File: src/rtl/altu_pkg.sv
// Shared types and constants of the array list table unit.
// No dependencies; imported by every other file but altu_ram and the macro header.
`timescale 1ns / 1ps
`default_nettype none

package altu_pkg;

	localparam int POS_W   = 9;
	localparam int VAL_W   = 32;
	localparam int QDEPTH  = 2;

	localparam logic [POS_W-1:0] FOUND_NONE = '1;

	typedef enum logic [1:0] {
		KIND_INSERT = 2'd0,
		KIND_ERASE  = 2'd1,
		KIND_GET    = 2'd2,
		KIND_SEARCH = 2'd3
	} altu_kind_t;

	typedef enum logic [1:0] {
		ST_OK    = 2'd0,
		ST_RANGE = 2'd1,
		ST_FULL  = 2'd2
	} altu_status_t;

	// Classified request handed from the front end to the back end.
	typedef struct packed {
		altu_kind_t         kind;
		altu_status_t       status;
		logic [POS_W-1:0]   pos;
		logic [VAL_W-1:0]   value;
	} altu_cmd_t;

endpackage

`default_nettype wire

File: src/rtl/altu_queue.sv
// Short register queue between the front and back ends.
// Depends on altu_pkg for its depth.
`timescale 1ns / 1ps
`default_nettype none

module altu_queue
	import altu_pkg::*;
#(
	parameter int W = 8
) (
	input  wire logic         clk,
	input  wire logic         arst_n,
	input  wire logic         wr_en,
	input  wire logic [W-1:0] wr_data,
	output logic              full,
	input  wire logic         rd_en,
	output logic      [W-1:0] rd_data,
	output logic              empty
);

	localparam int PW = (QDEPTH > 1) ? $clog2(QDEPTH) : 1;
	localparam int FW = $clog2(QDEPTH + 1);

	logic [W-1:0]  slot_q [QDEPTH];
	logic [PW-1:0] wr_ptr_q;
	logic [PW-1:0] rd_ptr_q;
	logic [FW-1:0] fill_q;
	logic          do_wr;
	logic          do_rd;

	assign full    = (fill_q == FW'(QDEPTH));
	assign empty   = (fill_q == '0);
	assign rd_data = slot_q[rd_ptr_q];
	assign do_wr   = wr_en && !full;
	assign do_rd   = rd_en && !empty;

	always_ff @(posedge clk or negedge arst_n) begin
		if (!arst_n) begin
			wr_ptr_q <= '0;
			rd_ptr_q <= '0;
			fill_q   <= '0;
		end else begin
			if (do_wr) begin
				wr_ptr_q <= (wr_ptr_q == PW'(QDEPTH - 1)) ? '0 : wr_ptr_q + PW'(1);
			end
			if (do_rd) begin
				rd_ptr_q <= (rd_ptr_q == PW'(QDEPTH - 1)) ? '0 : rd_ptr_q + PW'(1);
			end
			if (do_wr && !do_rd) begin
				fill_q <= fill_q + FW'(1);
			end else if (do_rd && !do_wr) begin
				fill_q <= fill_q - FW'(1);
			end
		end
	end

	always_ff @(posedge clk) begin
		if (do_wr) begin
			slot_q[wr_ptr_q] <= wr_data;
		end
	end

endmodule

`default_nettype wire

File: config.mk
export PLATFORM = sky130hd
export DESIGN_NAME = altu_queue
export DESIGN_NICKNAME = d
export VERILOG_FILES = /design/src/rtl/altu_pkg.sv /design/src/rtl/altu_queue.sv
export SDC_FILE = /design/constraint.sdc
export NUM_CORES = 1
export LEC_CHECK = 0
export BUFFER_PORTS_ARGS = -buffer_cell sky130_fd_sc_hd__buf_4
export CAP_MARGIN = 20
export CELL_PAD_IN_SITES_DETAIL_PLACEMENT = 2
export CELL_PAD_IN_SITES_GLOBAL_PLACEMENT = 2
export CORE_AREA = 2 2 51 53
export CTS_CLUSTER_SIZE = 20
export DETAILED_ROUTE_END_ITERATION = 10
export DIE_AREA = 0 0 53 55
export PLACE_DENSITY_LB_ADDON = 0.1
export SYNTH_ARGS = -nofsm -noshare
export SYNTH_HDL_FRONTEND = slang
export SYNTH_SLANG_ARGS = --single-unit
File: constraint.sdc
create_clock -name clk -period 1.75 [get_ports clk]
set_clock_uncertainty 0.1 [all_clocks]
set_input_delay 0.525 -clock clk [delete_from_list [all_inputs] [get_ports clk]]
set_output_delay 0.525 -clock clk [all_outputs]
set_load 0.05 [all_outputs]
==> results of run 1 <==
layout by cell type, fill, tap and decap left out:
master / instances
sky130_fd_sc_hd__dlygate4sd3_1: 1
sky130_fd_sc_hd__xnor2_2: 1
sky130_fd_sc_hd__nand2b_4: 1
sky130_fd_sc_hd__dfrtp_1: 2
sky130_fd_sc_hd__inv_1: 1
sky130_fd_sc_hd__buf_6: 9
sky130_fd_sc_hd__clkinv_1: 1
sky130_fd_sc_hd__buf_8: 4
sky130_fd_sc_hd__xnor2_1: 2
sky130_fd_sc_hd__nor2_4: 1
sky130_fd_sc_hd__o21ai_1: 1
sky130_fd_sc_hd__edfxtp_1: 16
sky130_fd_sc_hd__mux2_4: 6
sky130_fd_sc_hd__nor2_1: 2
sky130_fd_sc_hd__ha_1: 1
sky130_fd_sc_hd__mux2_2: 2
sky130_fd_sc_hd__and3_1: 1
sky130_fd_sc_hd__xor2_1: 2
sky130_fd_sc_hd__buf_4: 14
sky130_fd_sc_hd__dfrtp_2: 2
sky130_fd_sc_hd__nand2_2: 1
sky130_fd_sc_hd__clkbuf_4: 3
sky130_fd_sc_hd__inv_2: 1
repair_timing:
item,in CTS,in global routing
setup buffers,5,0
hold buffers,1,0
resized for setup,27,5
cloned,0,0
hold endpoints to repair,4,0
endpoints found under the setup margin,9,10
cell families (layout without fill, tap and decap cells):
group	count (synthesis)	count (layout)	share of synthesized area, %
DFF	20	20	74.24
muxes	8	8	11.52
and+or+nand+nor	6	6	3.841
xor gates and xnor gates	5	5	6.561
buffers and inverters	3	34	1.600
adders and majority gates	1	1	1.600
AOI/OAI and AO/OA	1	1	0.6394
through the flow:
stage	instance area, um2	utilization, %	setup TNS, ns	hold slack [ns]
after floorplan	782.0	-	0	0.1294
after global placement	979.7	41.43	-0.005076	0.2264
after detailed placement	979.7	41.43	-0.3092	0.2271
after CTS	1145	48.41	-1.576	0.3019
after global routing	1157	48.94	-1.860	0.2992
final	1157	48.94	-1.503	0.3142
power groups by stage:
stage	logic, uW	registers, uW	clock network, uW
after floorplan	704	725	0
after global placement	899	781	0
after detailed placement	907	788	0
after CTS	1270	749	225
after global routing	1380	772	234
final	1290	756	210
state kept, by name, summed over array words and instances (netlist names):
register	cells
fill_q	2
rd_ptr_q	1
slot_q	16
wr_ptr_q	1
worst paths after layout:
| kind | depth (start not counted) | endpoint | slack, ns | startpoint |
|---|---|---|---|---|
| max | 3 | rd_data[5] | -0.20 | rd_ptr_q$_DFFE_PN0P_ |
| min | 1 | slot_q[0][2]$_DFFE_PP_ | 0.31 | wr_data[2] |
| min reg2reg | 1 | wr_ptr_q$_DFFE_PN0N_ | 0.43 | wr_ptr_q$_DFFE_PN0N_ |
| max reg2reg | 5 | fill_q[1]$_DFFE_PN0P_ | 0.19 | fill_q[0]$_DFFE_PN0P_ |
| min in group asynchronous | 2 | fill_q[1]$_DFFE_PN0P_ | 0.46 | arst_n |
| max in group asynchronous | 2 | rd_ptr_q$_DFFE_PN0P_ | 0.98 | arst_n |
layer usage:
metal	global-route usage (%)	wire length [um]	part of all wire, %
met5	0	0	0
met4	3.846	0	0
met3	2.688	72	5.0
met2	21.25	801	56
met1	12.98	568	39
layout make-up:
| cell class | instances | area share [%] |
|---|---|---|
| repair buffers | 28 | 23.89 |
| flip-flops and latches | 20 | 50.38 |
| multi-input cells | 21 | 19.57 |
| clock buffers | 3 | 1.946 |
| inverters | 2 | 0.6486 |
| clock inverters | 1 | 0.3243 |
| well taps | 30 | 3.243 |
critical path, cell delays in order, from the launching register on:
cell and delay (ns):
sky130_fd_sc_hd__dfrtp_2 0.43, sky130_fd_sc_hd__buf_6 0.14, sky130_fd_sc_hd__mux2_4 0.30, sky130_fd_sc_hd__buf_6 0.15
==> out/results.md, run 1 <==
| Group | Parameter | Value |
| --- | --- | --- |
| routing | Router iterations before antenna repair | 3 |
| flow run | Max_cap viols | 0 |
| yosys | Post-Synthesis Net Count | 57 |
| yosys | Number of synthesized flops with an enable pin | 16 |
| timing | Max Slew Vio Count | 0 |
| global routing | Total global-route track usage | 11.45% |
| status | Violated checks | setup timing |
| yosys | Most frequently used flop master after synthesis | sky130_fd_sc_hd__edfxtp_1 |
| floorplanning | Die extent in x | 53 um |
| yosys | Distinct cell type count after synthesis | 15 |
| timing | Unrepaired setup endpoints after global routing | true |
| power and ir drop | Cell area power density | 1952 nW/um2 |
| finish | Proportion of layout cells with a drive suffix above 1 | 60.00% |
| clock tree | Clock-pin transition on the worst setup and hold timing paths | 0.10 ns |
| floorplanning | Total die area | 2915 um2 |
| global routing | Wire length of the first global-routing pass | 2277 um |
| floorplanning | CORE AREA | 2365 um2 |
| finish | Net count of the finished layout | 89 |
| yosys | Cell types occupying the most area after synthesis | sky130_fd_sc_hd__edfxtp_1 (61%), sky130_fd_sc_hd__dfrtp_1 (13%), sky130_fd_sc_hd__mux2_1 (8.6%) |
| clock tree | CTS Buf Count | 3 |
| yosys | Yosys reg bits | 20 |
| finish | Final std cells w/o fill | 105 |
| power and ir drop | Internal power summed over all cells | 1353 uW |
| status | Outcome | finished with violations |
| timing | Post-route clock period utilization | 111.2% |
| power and ir drop | P_leak | 0.0004888 uW |
| floorplanning | Die height | 55 um |
| worst setup path | Worst path arrival time | 1.32 ns |
| finish | Area overhead of the layout relative to synthesis | 48.00% |
| hold path | Path class of the lowest-slack min-delay path | input port to register |
| floorplanning | Site Rows | 18 |
| worst setup path | Critical-path maximum fanout | 5 |
| routing | Post-detailed-route wirelength per cell | 13.72 um |
| yosys | Synth top area share | 61.44% |
| global routing | Final global-route overflow total | 0 |
| clock tree | CTS Sinks | 20 |
| power and ir drop | Post-layout power | 2259 uW |
| yosys | Synth Warn # | 0 |
| clock tree | Clock latency on the worst-skew pair | 0.29 ns |
| yosys | Share of synthesized flip-flops with an asynchronous set or reset | 20.00% |
| power and ir drop | IR drop worst, VDD | 0.8574 mV |
| timing | Final setup violation count | 8 |
| finish | Filler instances | 233 |
| finish | Multi-input gate area in the final layout | 226.5 um2 |
| power and ir drop | Power share of the sequential group | 33.5% |
| worst setup path | Nature of the critical path endpoint | output pin |
| yosys | Post-synthesis instance area | 782.0 um2 |
| routing | ANT nets after route | 0 |
| finish | Combined flip-flop and latch cell area | 583.1 um2 |
| yosys | Average cell area after synthesis | 17.77 um2 |
| placement | Cell Count Post-Placement | 95 |
| power and ir drop | Total net switching power | 906.4 uW |
| floorplanning | Number of primary I/O pins | 22 |
| worst setup path | Setup Crit Path Kind | register to output pin |
| yosys | Most frequent cell after synthesis | sky130_fd_sc_hd__edfxtp_1 |
| clock tree | Clock Tree Root | sky130_fd_sc_hd__clkbuf_4 |
| routing | Post-route DRC violation count | 0 |
| timing | Max Freq | 514.1 MHz |
| power and ir drop | Comb power frac | 57.2% |
| global routing | Antenna violations before repair | 0 |
| routing | Initial detailed-routing violation count | 3 |
| clock tree | Clock Tree Buf Depth | 2 |
| timing | Post-layout minimum cycle time | 1.945 ns |
| yosys | Synth top cells by count | sky130_fd_sc_hd__edfxtp_1 (16), sky130_fd_sc_hd__mux2_1 (6), sky130_fd_sc_hd__dfrtp_1 (4), sky130_fd_sc_hd__nor2_1 (3) |
| floorplanning | Effective utilization at floorplan | 33.07% |
| yosys | Post-synthesis instance total | 44 |
| power and ir drop | Switching portion of total power | 40.12% |
| routing | Via density | 4.324 |
| clock tree | Number of levels in the clock H-tree | 1 |
| routing | Routed vias | 454 |
| routing | Total length of routed wires | 1441 um |
| clock tree | Clock tree from TritonCTS | done |
| placement | I/O Buffers | 21 |
| power and ir drop | Clock share of power | 9.3% |
| placement | Minimum setup slack after placement | -0.05436 ns |
| yosys | Area leader, netlist | sky130_fd_sc_hd__edfxtp_1 |
| timing | Transition at the pin with the smallest max-transition slack | 0.3726 ns |
| worst setup path | Worst Path Required | 1.12 ns |
| finish | Diodes inserted | 0 |
| timing | Headroom to the max-slew limit | 75.16% |
| timing | Final worst slack | -0.1952 ns |
| worst setup path | Type of origin of the critical path | register |
| yosys | Part of the Yosys area used for sequential elements | 74.24% |
| global routing | Via count of the first global-routing pass | 516 |
| timing | Final-report hold violation count | 0 |
| global routing | Largest net degree at the start of global routing | 12 |
| placement | Global placement routability congestion | 0.6141 |
Power figures use the tool's default switching activity.
==> run 2: changes to the inputs <==
Settings changed: CORE_AREA 2 2 51 53 to 2 2 50 52, DIE_AREA 0 0 53 55 to 0 0 52 54.
Clock period 1.75 ns to 2.4 ns, I/O delays scaled along.
==> out/results.md, run 2 (synthesized netlist as in run 1, its figures left out) <==
| Group | Parameter | Value | Delta |
| --- | --- | --- | --- |
| flow run | Max_cap viols | 0 | unchanged |
| global routing | Final global-route overflow total | 0 | unchanged |
| timing | Unrepaired setup endpoints after global routing | false | was true |
| floorplanning | Number of primary I/O pins | 22 | unchanged |
| timing | Worst hold slack | 0.09227 ns | was 0.3142 ns |
| worst setup path | Series of cell instances along the critical path | mux2_2 > buf_4 | was buf_6 > mux2_4 > buf_6 |
| clock tree | Clock latency on the worst-skew pair | 0.29 ns | about the same |
| worst setup path | Critical register-to-register path startpoint | fill_q[0]$_DFFE_PN0P_ | unchanged |
| clock tree | Clock tree from TritonCTS | done | unchanged |
| timing | Final setup violation count | 0 | was 8 |
| placement | I/O Buffers | 21 | unchanged |
| worst setup path | Nature of the critical path endpoint | output pin | unchanged |
| routing | Initial detailed-routing violation count | 2 | was 3 |
| clock tree | Clock Tree Buf Depth | 2 | unchanged |
| finish | Commonest cells after routing, fill and taps aside | sky130_fd_sc_hd__buf_4 (22), sky130_fd_sc_hd__edfxtp_1 (16), sky130_fd_sc_hd__mux2_1 (6) | was sky130_fd_sc_hd__edfxtp_1 (16), sky130_fd_sc_hd__buf_4 (14), sky130_fd_sc_hd__buf_6 (9) |
| clock tree | CTS Sinks | 20 | unchanged |
| timing | Transition at the pin with the smallest max-transition slack | 0.4052 ns | was 0.3726 ns |
| timing | Headroom to the max-slew limit | 72.98% | was 75.16% |
| finish | Area overhead of the layout relative to synthesis | 32.00% | was 48.00% |
| finish | Biggest registers after layout | slot_q (16), fill_q (2) | unchanged |
| timing | Post-route clock period utilization | 95.63% |  |
| global routing | Largest net degree at the start of global routing | 13 | was 12 |
| worst setup path | Minimum setup slack among reg-to-reg paths | 0.79 ns | was 0.19 ns |
| finish | Most common cell after layout, fill and taps aside | sky130_fd_sc_hd__buf_4 | was sky130_fd_sc_hd__edfxtp_1 |
| placement | Final HPWL from detailed placement | 972.9 um |  |
| worst setup path | Type of origin of the critical path | register | unchanged |
| routing | Router iterations before antenna repair | 2 | was 3 |
| power and ir drop | Post-layout power | 1484 uW | was 2259 uW |
| clock tree | Number of levels in the clock H-tree | 1 | unchanged |
| worst setup path | Setup Crit Path Kind | register to output pin | unchanged |
| clock tree | Post-CTS repair timing setup buffer count | 0 | was 5 |
| finish | Proportion of layout cells with a drive suffix above 1 | 43.48% | was 60.00% |
| timing | Final-report hold violation count | 0 | unchanged |
| routing | Routed vias | 430 | was 454 |
| timing | Max Freq | 435.7 MHz |  |
| worst setup path | Worst path arrival time | 1.48 ns | was 1.32 ns |
| floorplanning | Die extent in x | 52 um | was 53 um |
| hold path | Path class of the lowest-slack min-delay path | input port to asynchronous set/reset pin | was input port to register |
| floorplanning | Effective utilization at floorplan | 33.71% | was 33.07% |
| routing | Total length of routed wires | 1234 um | was 1441 um |
| worst setup path | Highest-delay cell along the critical path | sky130_fd_sc_hd__dfrtp_1 | was sky130_fd_sc_hd__dfrtp_2 |
| timing | Summed negative setup slack over all endpoints | 0 ns | was -1.503 ns |
| clock tree | Clock-pin transition on the worst setup and hold timing paths | 0.12 ns | was 0.10 ns |
| finish | Diodes inserted | 0 | unchanged |
| clock tree | Cts repair resizes | 0 | was 27 |
| clock tree | CTS Buf Count | 3 | unchanged |
| floorplanning | Total die area | 2808 um2 | was 2915 um2 |
| worst setup path | Critical-path maximum fanout | 9 | was 5 |
| worst setup path | Delay of the slowest cell on the worst path | 0.60 ns | was 0.43 ns |
| routing | Post-route DRC violation count | 0 | unchanged |
| finish | Max reg flops | 16 | unchanged |
| floorplanning | CORE AREA | 2320 um2 | was 2365 um2 |
| clock tree | Number of hold-repair buffers added at the cts stage | 0 | was 1 |
| floorplanning | Site Rows | 18 | unchanged |
| floorplanning | Die height | 54 um | was 55 um |
| timing | Max Slew Vio Count | 0 | unchanged |
| timing | Post-layout minimum cycle time | 2.295 ns |  |
| worst setup path | Worst r2r dst | fill_q[1]$_DFFE_PN0P_ | unchanged |
| routing | ANT nets after route | 0 | unchanged |
| global routing | Via count of the first global-routing pass | 439 | was 516 |
| worst setup path | Worst-case reg-to-reg path depth | 7 | was 5 |
| global routing | Total global-route track usage | 10.10% | was 11.45% |
| placement | Global placement routability congestion | 0.6435 | was 0.6141 |
| routing | Post-detailed-route wirelength per cell | 12.46 um | was 13.72 um |
| global routing | Wire length of the first global-routing pass | 2014 um | was 2277 um |
| power and ir drop | Cell area power density | 1437 nW/um2 | was 1952 nW/um2 |
| routing | Via density | 4.343 | was 4.324 |
| status | Outcome | finished, final reports clean | was finished with violations |
| finish | Share of the core filled with cells | 44.50% | was 48.94% |
| worst setup path | Worst Path Required | 1.58 ns | was 1.12 ns |
| power and ir drop | P_leak | 0.0004246 uW | was 0.0004888 uW |
| clock tree | Clock Tree Root | sky130_fd_sc_hd__clkbuf_4 | unchanged |
| finish | Register containing the most flip-flops in the final layout | slot_q | unchanged |
| finish | Net count of the finished layout | 83 | was 89 |
| global routing | Antenna violations before repair | 0 | unchanged |
| power and ir drop | IR drop worst, VDD | 0.7558 mV | was 0.8574 mV |
| finish | Filler instances | 244 | was 233 |
## run 2: cell count changes in the layout (fill, tap and decap cells not counted), sizes merged
cell,previous run,this run
buf,27,22
bufinv,0,1
clkinv,1,0
dlygate4sd3,1,0
## run 2: cell type report
| class | count | area, um2 | area share [%] |
|---|---|---|---|
| sequential | 20 | 580.6 | 56.24 |
| timing repair buffer | 22 | 165.2 | 16.00 |
| clock inverter | 1 | 30.03 | 2.909 |
| clock buffer | 3 | 22.52 | 2.182 |
| inverter | 2 | 7.507 | 0.7273 |
| tap | 30 | 37.54 | 3.636 |
| multi-input combinational | 21 | 188.9 | 18.30 |
## run 2: stage by stage
stage                     setup slack (ns)  cell area (um2)  instances
after global placement              0.4472            979.7         95
after global routing              0.001735             1032         99
after detailed placement            0.4049            979.7         95
final                               0.1050             1032         99
after CTS                          0.05826             1032         99
after floorplan                     0.5126            782.0         44
## run 2: worst max-delay path by stage
stage	from	end	slack [ns]	cells after the start
floorplan	fill_q[0]$_DFFE_PN0P_	empty	0.51	1
global placement	rd_ptr_q$_DFFE_PN0P_	rd_data[2]	0.45	2
detailed placement	rd_ptr_q$_DFFE_PN0P_	rd_data[7]	0.40	2
CTS	rd_ptr_q$_DFFE_PN0P_	rd_data[7]	0.06	2
global route	rd_ptr_q$_DFFE_PN0P_	rd_data[0]	0.002	2
finish	rd_ptr_q$_DFFE_PN0P_	rd_data[7]	0.10	2
## run 2: routing by layer
| metal | vias to the layer above | routed length, um | GRT usage, % |
|---|---|---|---|
| met3 | 0 | 55 | 2.500 |
| met5 | - | 0 | 0 |
| li1 | 207 | - | - |
| met4 | 0 | 0 | 3.947 |
| met2 | 11 | 686 | 17.30 |
| met1 | 212 | 493 | 12.23 |
## run 2: report_power, final
| part | leakage, uW | switching (uW) | total [uW] | internal [uW] |
|---|---|---|---|---|
| Clock | 0.0000279 | 101 | 269 | 169 |
| Combinational | 0.000201 | 417 | 653 | 236 |
| Sequential | 0.000195 | 76.3 | 561 | 484 |
## run 2: critical path: cells and delay by family, from the launching register on
family | cells | cell delay [ns]
mux | 1 | 0.39
flops | 1 | 0.60
buf+inv | 1 | 0.19
