--- config.mk ---
export PLATFORM = sky130hd
export DESIGN_NAME = altu_front
export DESIGN_NICKNAME = d
export VERILOG_FILES = /design/src/rtl/altu_pkg.sv /design/src/rtl/altu_front.sv
export SDC_FILE = /design/constraint.sdc
export NUM_CORES = 1
export LEC_CHECK = 0
export ABC_CLOCK_PERIOD_IN_PS = 4600
export BUFFER_PORTS_ARGS = -buffer_cell sky130_fd_sc_hd__buf_2
export CAP_MARGIN = 20
export CORE_MARGIN = 1.5
export CORE_UTILIZATION = 43
export DETAILED_ROUTE_END_ITERATION = 8
export PLACE_DENSITY = 0.87
export RECOVER_POWER = 100
export SLEW_MARGIN = 5
export SYNTH_ARGS = -nofsm -noshare
export SYNTH_HDL_FRONTEND = slang
export SYNTH_SLANG_ARGS = --single-unit
--- constraint.sdc ---
create_clock -name clk -period 4.6 [get_ports clk]
set_clock_uncertainty 0.15 [all_clocks]
set_input_delay 0.92 -clock clk [delete_from_list [all_inputs] [get_ports clk]]
set_output_delay 0.92 -clock clk [all_outputs]
set_load 0.01 [all_outputs]
--- src/rtl/altu_pkg.sv ---
// Shared types and constants of the array list table unit.
// No dependencies; imported by every other file but altu_ram and the macro header.
`timescale 1ns / 1ps
`default_nettype none

package altu_pkg;

	localparam int POS_W   = 9;
	localparam int VAL_W   = 32;
	localparam int QDEPTH  = 2;

	localparam logic [POS_W-1:0] FOUND_NONE = '1;

	typedef enum logic [1:0] {
		KIND_INSERT = 2'd0,
		KIND_ERASE  = 2'd1,
		KIND_GET    = 2'd2,
		KIND_SEARCH = 2'd3
	} altu_kind_t;

	typedef enum logic [1:0] {
		ST_OK    = 2'd0,
		ST_RANGE = 2'd1,
		ST_FULL  = 2'd2
	} altu_status_t;

	// Classified request handed from the front end to the back end.
	typedef struct packed {
		altu_kind_t         kind;
		altu_status_t       status;
		logic [POS_W-1:0]   pos;
		logic [VAL_W-1:0]   value;
	} altu_cmd_t;

endpackage

`default_nettype wire

--- src/rtl/altu_front.sv ---
// Front end: accepts requests, checks positions against the running count.
// Depends on altu_pkg; feeds altu_queue.
`timescale 1ns / 1ps
`default_nettype none

module altu_front
	import altu_pkg::*;
#(
	parameter int CAPACITY = 256
) (
	input  wire logic                            clk,
	input  wire logic                            arst_n,
	input  wire logic                            push,
	output logic                                 full,
	input  wire logic [1:0]                      kind,
	input  wire logic [POS_W-1:0]                position,
	input  wire logic signed [VAL_W-1:0]         value,
	input  wire logic                            q_full,
	output logic                                 enq,
	output altu_cmd_t                            cmd,
	output logic      [$clog2(CAPACITY+1)-1:0]   cnt
);

	localparam int CW   = $clog2(CAPACITY + 1);
	localparam int CMPW = (CW > POS_W) ? CW : POS_W;

	logic [CW-1:0]   count_q;
	logic [CW-1:0]   count_d;
	logic [CMPW-1:0] pos_x;
	logic [CMPW-1:0] cnt_x;
	altu_kind_t      kind_w;
	altu_status_t    status_w;

	assign kind_w = altu_kind_t'(kind);
	assign pos_x  = CMPW'(position);
	assign cnt_x  = CMPW'(count_q);
	assign full   = q_full;
	assign enq    = push && !q_full;

	// The count depends on positions only, so settle status here.
	always_comb begin
		status_w = ST_OK;
		count_d  = count_q;
		unique case (kind_w)
			KIND_INSERT: begin
				if (pos_x > cnt_x) begin
					status_w = ST_RANGE;
				end else if (count_q == CW'(CAPACITY)) begin
					status_w = ST_FULL;
				end else begin
					count_d = count_q + CW'(1);
				end
			end
			KIND_ERASE: begin
				if (pos_x >= cnt_x) begin
					status_w = ST_RANGE;
				end else begin
					count_d = count_q - CW'(1);
				end
			end
			KIND_GET: begin
				if (pos_x >= cnt_x) begin
					status_w = ST_RANGE;
				end
			end
			default: begin
				status_w = ST_OK;
			end
		endcase
	end

	assign cmd.kind   = kind_w;
	assign cmd.status = status_w;
	assign cmd.pos    = position;
	assign cmd.value  = value;
	assign cnt        = count_q;

	always_ff @(posedge clk or negedge arst_n) begin
		if (!arst_n) begin
			count_q <= '0;
		end else if (enq) begin
			count_q <= count_d;
		end
	end

endmodule

`default_nettype wire

==> results of run 1 <==
-- path summary, 6_finish.rpt --
check                                  from      end  slack (ns)  cells after the start
worst min register to register       cnt[8]   cnt[8]        0.38                      1
min in group asynchronous            arst_n   cnt[7]        0.43                      1
worst max-delay path            position[3]  cmd[42]        0.95                      8
worst min-delay path                 cnt[8]   cnt[8]        0.38                      1
max in group asynchronous            arst_n   cnt[1]        3.56                      1
worst max register to register       cnt[3]   cnt[8]        1.80                      8
-- layout make-up --
class	instances	area (µm²)	area share (%)
inverter	14	52.55	4.478
multi-input combinational	85	673.1	57.36
sequential	9	225.2	19.19
clock buffer	4	26.28	2.239
timing repair buffer	38	157.7	13.43
tap	31	38.79	3.305
-- per-layer routing --
metal / vias up / GRT usage [%] / part of all wire [%]
met5: - / 0 / 0
met4: 0 / 7.641 / 2.1
met3: 7 / 3.125 / 6.6
met2: 32 / 22.89 / 48
met1: 415 / 16.92 / 43
li1: 472 / - / -
-- kinds of logic (layout without fill, tap and decap cells) --
logic type      count (synthesis)  after routing
mux                             3              3
simple gates                   30             30
flops                           9              9
xor+xnor                        8              8
compound gates                 24             24
buf+inv                        59             56
fa+ha+maj                      20             20
-- power groups by stage --
stage | combinational [µW] | clock [µW] | sequential [µW]
6_report | 392 | 59.6 | 170
5_1_grt | 453 | 64.4 | 176
4_1_cts | 412 | 60.4 | 170
3_5_place_dp | 411 | 0 | 171
3_3_place_gp | 400 | 0 | 171
2_1_floorplan | 318 | 0 | 176
-- synthesized netlist by cell type, drive strengths merged, types with 3 or more instances --
cell type / instances
nor2: 7
xnor2: 7
nand3: 3
dfrtp: 9
ha: 19
nand2: 6
o21ai: 8
a21oi: 6
buf: 45
inv: 14
-- through the flow --
stage          power [µW]  instance area (µm²)  worst slack (ns)  utilization (%)  cells
2_1_floorplan       494.6                 1299             1.358                -    153
3_3_place_gp        571.0                 1186             1.117            42.28    177
3_5_place_dp        581.4                 1186             1.106            42.28    177
4_1_cts             642.4                 1212             1.100            43.22    181
5_1_grt             693.9                 1174            0.8376            41.84    181
6_report            621.3                 1174            0.9500            41.84    181
-- worst max-delay path: cells and delay by family --
family / cells / cell delay (ns)
and+or+nand+nor: 3 / 0.37
AOI/OAI and AO/OA: 2 / 0.71
buffers and inverters: 2 / 0.27
adders and majority gates: 1 / 0.32
==> impl_metrics.env, run 1 <==
export IMPL_status="finished with violations"
export IMPL_violations="DRC"
export IMPL_start_util_pct=46.30
export IMPL_cpMostUsedCell="nor2_1"
export IMPL_max_freq_mhz=274.0
export IMPL_largest_reg_flops=9
export IMPL_grt_max_degree=15
export IMPL_ctsLongestPathBuffers=2
export IMPL_p_sw_uw=294.9
export IMPL_syn_cell_area_mm2=0.001299
export IMPL_worst_endpoint_arrival_ns=2.58
export IMPL_setup_viol=0
export IMPL_drtPass1Iterations=6
export IMPL_io_pins=103
export IMPL_seqPwrFrac_pct=27.3
export IMPL_peakVddDrop_uv=138.5
export IMPL_synthMuxAreaShare_pct=2.408
export IMPL_die_area_mm2=0.003359
export IMPL_ys_top_cells_by_area="buf_4 (25%), ha_1 (18%), dfrtp_1 (17%), xnor2_1 (4.7%), inv_1 (4.0%)"
export IMPL_synth_top_area_share_pct=25.43
export IMPL_fin_crit_sh_pct=79.35
export IMPL_place_hpwl_um=1919
export IMPL_fin_crit_ns=3.650
export IMPL_crit_required_ns=3.53
export IMPL_hold_slack_ns=0.3806
export IMPL_crit_path_start_kind="input port"
export IMPL_cts_setup_buffers=0
export IMPL_overflow=0
export IMPL_antenna_found_initial=0
export IMPL_p_sw_share_pct=47.47
export IMPL_wirelength_um=2257
export IMPL_fin_nets=218
export IMPL_n_fill_cell=304
export IMPL_portBuffers=38
export IMPL_numCtsBuffers=3
export IMPL_synth_fa_ha_area_share_pct=19.85
export IMPL_hp_class="reg2reg"
export IMPL_clk_pin_slew_worst_paths_ns=0.06
export IMPL_fin_setup_tns_ns=0
export IMPL_power_internal_uw=326.4
export IMPL_vias_per_cell=5.116
export IMPL_synth_top_cell_by_area="buf_4"
export IMPL_synth_flop_cell="dfrtp_1"
export IMPL_insertion_delay_ns=0.26
export IMPL_synth_edf_count=0
export IMPL_avgSynthCellArea_um2=8.489
export IMPL_syn_nets=220
export IMPL_drv_slew=0
export IMPL_place_congestion=0.7940
export IMPL_finalHoldViolations=0
export IMPL_die_y_um=57.96
export IMPL_grt_pass1_vias=885
export IMPL_num_rows=19
export IMPL_drc_errors=7
export IMPL_tightest_slew_ns=0.4669
export IMPL_p_per_area_mw_per_mm2=529.4
export IMPL_cts_resized_gates=0
export IMPL_combPwrFrac_pct=63.1
export IMPL_synth_distinct_cells=32
export IMPL_synthCells=153
export IMPL_wire_per_inst_um=12.47
export IMPL_synthArstFlopShare_pct=100.0
export IMPL_maxCapViolations=0
export IMPL_synth_seq_area_share_pct=17.34
export IMPL_drive_gt1_share_pct=10.67
export IMPL_vias=926
export IMPL_synth_compound_area_share_pct=12.14
export IMPL_rsz0062_at_grt="no"
export IMPL_slowest_stage="a211oi_1"
export IMPL_ys_warn_count=0
export IMPL_synth_simple_area_share_pct=12.52
export IMPL_final_common_cell="clkbuf_1"
export IMPL_synth_top_family_by_area="buffers and inverters"
export IMPL_syn_to_final_growth_pct=-9.634
export IMPL_critical_path_max_stage_delay_ns=0.38
export IMPL_grt_use_total_pct=13.96
export IMPL_ys_ff_latch=9
export IMPL_crit_fanout=3
export IMPL_antenna_left=0
export IMPL_grt_pass1_wl_um=3650
export IMPL_n_antenna_cell=0
export IMPL_cts_htree_levels=1
export IMPL_relSlewSlack_pct=68.88
export IMPL_synthXorXnorAreaFrac_pct=5.395
export IMPL_cp_end_kind="output pin"
export IMPL_cts_tree="built"
export IMPL_hold_buffers=0
export IMPL_fp_coreArea_mm2=0.002805
export IMPL_p_leak_uw=0.0005738
export IMPL_final_cell_mix="clkbuf_1 (27), ha_1 (19), inv_1 (14)"
export IMPL_crit_chain="buf_2 > ha_1 > and3_1 > o311a_1 > a211oi_1 > nor2_1 > nor2_1 > clkbuf_1"
export IMPL_die_x_um=57.96
export IMPL_cts_root_buffer="clkbuf_4"
export IMPL_cts_sinks=9
export IMPL_p_clk_share_pct=9.6
export IMPL_drt_iter0_drc=30
export IMPL_crit_type="in2out"
(Power assumes the default switching activity.)
==> inputs of run 2 (changes only) <==
--- a/config.mk
+++ b/config.mk
@@ -5,13 +5,13 @@
 export SDC_FILE = /design/constraint.sdc
 export NUM_CORES = 1
 export LEC_CHECK = 0
-export ABC_CLOCK_PERIOD_IN_PS = 4600
+export ABC_CLOCK_PERIOD_IN_PS = 3100
 export BUFFER_PORTS_ARGS = -buffer_cell sky130_fd_sc_hd__buf_2
 export CAP_MARGIN = 20
 export CORE_MARGIN = 1.5
-export CORE_UTILIZATION = 43
+export CORE_UTILIZATION = 36
 export DETAILED_ROUTE_END_ITERATION = 8
-export PLACE_DENSITY = 0.87
+export PLACE_DENSITY = 0.77
 export RECOVER_POWER = 100
 export SLEW_MARGIN = 5
 export SYNTH_ARGS = -nofsm -noshare
==> constraint.sdc (replaced) <==
create_clock -name clk -period 3.1 [get_ports clk]
set_clock_uncertainty 0.15 [all_clocks]
set_input_delay 0.62 -clock clk [delete_from_list [all_inputs] [get_ports clk]]
set_output_delay 0.62 -clock clk [all_outputs]
set_load 0.01 [all_outputs]
==> run 2 against run 1 <==
The flow now finishes without violations. Worst hold slack got worse by 0.25 ns. First-iteration DRC count decreased by 27%. Wire length increased by 5.2%. Flip-flop and latch count unchanged. Via count increased by 2.1%. Die area increased by 18%. Sequential share of layout area decreased by 0.50 points. Cell area increased by 2.7%. Register-to-register slack got worse by 1.4 ns. Clock power increased by 61%. Total power increased by 52%. Highest routed layer unchanged.
==> impl_metrics.env, run 2 (synthesis gave the netlist of run 1 again) <==
export IMPL_status="finished, final reports clean"
export IMPL_dpl_worst_slack_ns=0.2337
export IMPL_drtPass1Iterations=4
export IMPL_largest_reg_flops=9
export IMPL_start_util_pct=38.32
export IMPL_cts_htree_levels=1
export IMPL_peakVddDrop_uv=159.0
export IMPL_antenna_found_initial=0
export IMPL_hold_buffers=0
export IMPL_vias=945
export IMPL_drv_slew=0
export IMPL_fp_coreArea_mm2=0.003390
export IMPL_fin_nets=219
export IMPL_overflow=0
export IMPL_critical_path_top_delay_family="compound AO/OA/AOI/OAI gates"
export IMPL_n_antenna_cell=0
export IMPL_die_area_mm2=0.003977
export IMPL_p_leak_uw=0.0005799
export IMPL_die_x_um=63.07
export IMPL_grt_pass1_wl_um=3905
export IMPL_vias_per_cell=4.797
export IMPL_syn_to_final_growth_pct=-7.225
export IMPL_p_per_area_mw_per_mm2=782.3
export IMPL_cp_end_kind="output pin"
export IMPL_fin_crit_ns=2.923
export IMPL_crit_path_start_kind="register"
export IMPL_maxCapViolations=0
export IMPL_drive_gt1_share_pct=11.92
export IMPL_place_hpwl_um=1971
export IMPL_finalHoldViolations=0
export IMPL_setup_viol=0
export IMPL_clk_pin_slew_worst_paths_ns=0.07
export IMPL_drt_iter0_drc=22
export IMPL_portBuffers=38
export IMPL_hold_slack_ns=0.1320
export IMPL_wirelength_um=2374
export IMPL_hp_class="in2async"
export IMPL_cts_setup_buffers=0
export IMPL_grt_pass1_vias=924
export IMPL_wire_per_inst_um=12.05
export IMPL_num_rows=21
export IMPL_regToRegSetupSlack_ns=0.41
export IMPL_grt_use_total_pct=12.43
export IMPL_cts_tree="built"
export IMPL_numCtsBuffers=3
export IMPL_critical_path_max_stage_delay_ns=0.41
export IMPL_crit_fanout=4
export IMPL_cts_resized_gates=0
export IMPL_relSlewSlack_pct=65.64
export IMPL_final_common_cell="clkbuf_1"
export IMPL_insertion_delay_ns=0.27
export IMPL_fin_crit_sh_pct=94.27
export IMPL_multi_input_area_um2=678.2
export IMPL_crit_type="reg2out"
export IMPL_crit_buf_inv=2
export IMPL_fin_setup_tns_ns=0
export IMPL_antenna_left=0
export IMPL_crit_chain="inv_1 > ha_1 > and3_1 > o311a_1 > a211oi_2 > nor2_1 > nor2_1 > clkbuf_1"
export IMPL_cpMostUsedCell="nor2_1"
export IMPL_max_freq_mhz=342.2
export IMPL_cts_root_buffer="clkbuf_4"
export IMPL_final_cell_mix="clkbuf_1 (27), ha_1 (19), inv_1 (14)"
export IMPL_tightest_slew_ns=0.5154
export IMPL_ctsLongestPathBuffers=2
export IMPL_slowest_stage="dfrtp_1"
export IMPL_grt_max_degree=15
export IMPL_place_congestion=0.8397
export IMPL_crit_required_ns=2.33
export IMPL_setup_slack_ns=0.1775
export IMPL_worst_endpoint_arrival_ns=2.15
export IMPL_rsz0062_at_grt="no"
export IMPL_die_y_um=63.07
export IMPL_io_pins=103
export IMPL_drc_errors=0
export IMPL_ff_latch_area_um2=225.2
export IMPL_fin_util_pct=35.55
export IMPL_n_fill_cell=364
export IMPL_cts_sinks=9
run 2: cell type report:
class,count,share of cell area (%)
multi-input combinational,85,56.28
inverter,14,4.361
clock buffer,4,2.181
sequential,9,18.69
tap,46,4.777
timing repair buffer,39,13.71
run 2: path summary, 6_finish.rpt:
path | startpoint | endpoint | depth (start not counted)
worst max-delay path | cnt[3] | cmd[42] | 8
worst min-delay path | arst_n | cnt[6] | 1
worst max register to register | cnt[3] | cnt[8] | 8
worst min register to register | cnt[8] | cnt[8] | 1
max in group asynchronous | arst_n | cnt[3] | 1
min in group clk | cnt[8] | cnt[8] | 1
run 2: power by group:
group | switching (µW) | internal [µW] | leakage, µW | total [µW]
Combinational | 330 | 266 | 0.000460 | 596
Clock | 45.9 | 49.9 | 0.0000150 | 95.8
Sequential | 75.2 | 176 | 0.000105 | 251
Total | 451 | 492 | 0.000580 | 943
run 2: through the flow:
stage / cell area [µm²] / instances / total power [µW]
floorplan: 1299 / 153 / 733.9
CTS: 1239 / 197 / 965.3
global placement: 1212 / 193 / 846.5
finish: 1205 / 197 / 942.6
global route: 1205 / 197 / 1050
detailed placement: 1212 / 193 / 866.6
run 2: metal layers:
layer  wire length [µm]  vias to the layer above  global-route usage [%]
met5                  0                        -                       0
met4                 67                        0                   8.611
met3                149                        7                   3.571
met2               1121                       32                   21.94
met1               1036                      433                   12.53
li1                   -                      473                       -
==> inputs of run 3 (changes only) <==
--- a/config.mk
+++ b/config.mk
@@ -5,7 +5,7 @@
 export SDC_FILE = /design/constraint.sdc
 export NUM_CORES = 1
 export LEC_CHECK = 0
-export ABC_CLOCK_PERIOD_IN_PS = 3100
+export ABC_CLOCK_PERIOD_IN_PS = 2500
 export BUFFER_PORTS_ARGS = -buffer_cell sky130_fd_sc_hd__buf_2
 export CAP_MARGIN = 20
 export CORE_MARGIN = 1.5
==> constraint.sdc (replaced) <==
create_clock -name clk -period 2.5 [get_ports clk]
set_clock_uncertainty 0.15 [all_clocks]
set_input_delay 0.5 -clock clk [delete_from_list [all_inputs] [get_ports clk]]
set_output_delay 0.5 -clock clk [all_outputs]
set_load 0.01 [all_outputs]
==> run 3 against run 2 <==
Sequential power up 8.0%. Via count increased by 12%. First-iteration DRC count grew 45%. Non-clock buffer count up 30. Cell count rose by 15%. Worst hold slack improved by 0.29 ns. Largest power group unchanged. Register-to-register slack got worse by 0.29 ns. The run now ends with setup timing left. Worst setup slack worse by 0.28 ns. Critical endpoint unchanged. Die area stayed put.
==> impl_metrics.env, run 3 (synthesis gave the netlist of run 1 again) <==
export IMPL_drc_errors=0
export IMPL_final_common_cell="buf_4"
export IMPL_relSlewSlack_pct=66.53
export IMPL_overflow=0
export IMPL_max_freq_mhz=384.7
export IMPL_cpMostUsedCell="nor2_1"
export IMPL_seqPwrFrac_pct=18.2
export IMPL_ctsLongestPathBuffers=2
export IMPL_portBuffers=38
export IMPL_setup_viol=2
export IMPL_fin_area_mm2=0.001460
export IMPL_fin_crit_ns=2.599
export IMPL_grt_pass1_wl_um=4416
export IMPL_cp_end_kind="output pin"
export IMPL_place_hpwl_um=2204
export IMPL_dp_cells=215
export IMPL_wirelength_um=2737
export IMPL_crit_required_ns=1.85
export IMPL_vias=1059
export IMPL_die_area_mm2=0.003977
export IMPL_status="finished with violations"
export IMPL_antenna_found_initial=0
export IMPL_grt_pass1_vias=1032
export IMPL_n_antenna_cell=0
export IMPL_crit_path_start_kind="register"
export IMPL_antenna_left=0
export IMPL_combPwrFrac_pct=73.9
export IMPL_largest_reg_flops=9
export IMPL_worst_endpoint_arrival_ns=1.95
export IMPL_critical_path_max_stage_delay_ns=0.38
export IMPL_numCtsBuffers=3
export IMPL_tightest_slew_ns=0.5021
export IMPL_fp_coreArea_mm2=0.003390
export IMPL_p_per_area_mw_per_mm2=1019
export IMPL_drtPass1Iterations=4
export IMPL_p_sw_uw=646.0
export IMPL_power_internal_uw=841.8
export IMPL_crit_fanout=3
export IMPL_cts_root_buffer="clkbuf_4"
export IMPL_crit_buf_inv=2
export IMPL_p_clk_share_pct=7.9
export IMPL_drive_gt1_share_pct=33.15
export IMPL_fin_nets=249
export IMPL_p_leak_uw=0.0007290
export IMPL_grt_use_total_pct=14.03
export IMPL_n_fill_cell=332
export IMPL_final_cell_mix="buf_4 (26), clkbuf_1 (24), buf_2 (19)"
export IMPL_p_sw_share_pct=43.42
export IMPL_peakVddDrop_uv=237.1
export IMPL_drv_slew=0
export IMPL_clk_pin_slew_worst_paths_ns=0.06
export IMPL_cts_sinks=9
export IMPL_syn_to_final_growth_pct=12.43
export IMPL_start_util_pct=38.32
export IMPL_violations="setup timing"
export IMPL_drt_iter0_drc=32
export IMPL_maxCapViolations=0
export IMPL_place_congestion=0.7728
export IMPL_crit_type="reg2out"
export IMPL_die_x_um=63.07
export IMPL_rsz0062_at_grt="yes"
export IMPL_fin_crit_sh_pct=104.0
export IMPL_wire_per_inst_um=12.06
export IMPL_slowest_stage="dfrtp_1"
export IMPL_vias_per_cell=4.665
export IMPL_critical_path_top_delay_family="compound AO/OA/AOI/OAI gates"
export IMPL_fin_setup_tns_ns=-0.1839
export IMPL_crit_chain="inv_2 > ha_4 > and2_4 > o311a_1 > a211oi_2 > nor2_1 > nor2_1 > buf_2"
export IMPL_place_area_mm2=0.001378
export IMPL_hp_class="reg2reg"
export IMPL_insertion_delay_ns=0.27
export IMPL_finalHoldViolations=0
export IMPL_layout_cells_non_filler=227
export IMPL_io_pins=103
export IMPL_num_rows=21
export IMPL_grt_max_degree=10
export IMPL_hold_slack_ns=0.4188
export IMPL_cts_htree_levels=1
export IMPL_cts_tree="built"
export IMPL_die_y_um=63.07
export IMPL_setup_slack_ns=-0.09915
-- run 3: final timing paths --
kind                        start  endpoint  slack, ns  cells past startpoint
max                        cnt[3]   cmd[42]       -0.1                      8
min                        cnt[1]    cnt[1]       0.42                      2
max reg2reg                cnt[2]    cnt[7]       0.12                     10
min reg2reg                cnt[1]    cnt[1]       0.42                      2
max in group asynchronous  arst_n    cnt[0]       1.31                      2
min in group asynchronous  arst_n    cnt[5]       0.55                      2
-- run 3: layout make-up --
class	count	area (µm²)	area share (%)
inverters	14	52.55	3.599
clock buffers	4	26.28	1.799
repair buffers	69	386.6	26.48
multi-input cells	85	711.9	48.76
well taps	46	57.56	3.942
flip-flops and latches	9	225.2	15.42
-- run 3: timing repair --
| item | 4_1_cts | 5_1_grt |
|---|---|---|
| setup endpoints to repair | 2 | 5 |
| buffers inserted | 4 | 3 |
| hold buffers | 1 | 0 |
| gates resized for setup | 5 | 7 |
| hold endpoints to repair | 9 | 0 |
| pin swaps | 7 | 3 |
-- run 3: layer usage --
layer	vias up	global-route usage [%]	wire length (µm)
met5	-	0	0
met3	9	3.214	144
met2	32	23.40	1339
met4	0	10.83	110
met1	482	15.31	1143
li1	536	-	-
-- run 3: worst register-to-register path: stages, from the launching register on --
cell,delay [ns]
dfrtp_1,0.40
buf_4,0.14
buf_4,0.12
buf_4,0.13
ha_1,0.31
buf_4,0.14
nand4_1,0.06
nor4bb_1,0.41
a21oi_1,0.16
xnor2_1,0.15
a21oi_1,0.13
-- run 3: metrics by stage --
step / total power, µW / util (%) / setup slack, ns
after floorplan: 910.1 / - / 0.09478
after global placement: 1243 / 40.64 / -0.1217
after detailed placement: 1277 / 40.64 / -0.1279
after CTS: 1472 / 43.08 / -0.08576
after global routing: 1629 / 43.08 / -0.2259
final: 1488 / 43.08 / -0.09915
-- run 3: power groups by stage --
stage	sequential (µW)	clock [µW]	combinational, µW
final	271	117	1100
after global routing	278	127	1220
after CTS	266	120	1090
after detailed placement	272	0	1010
after global placement	266	0	977
after floorplan	324	0	586
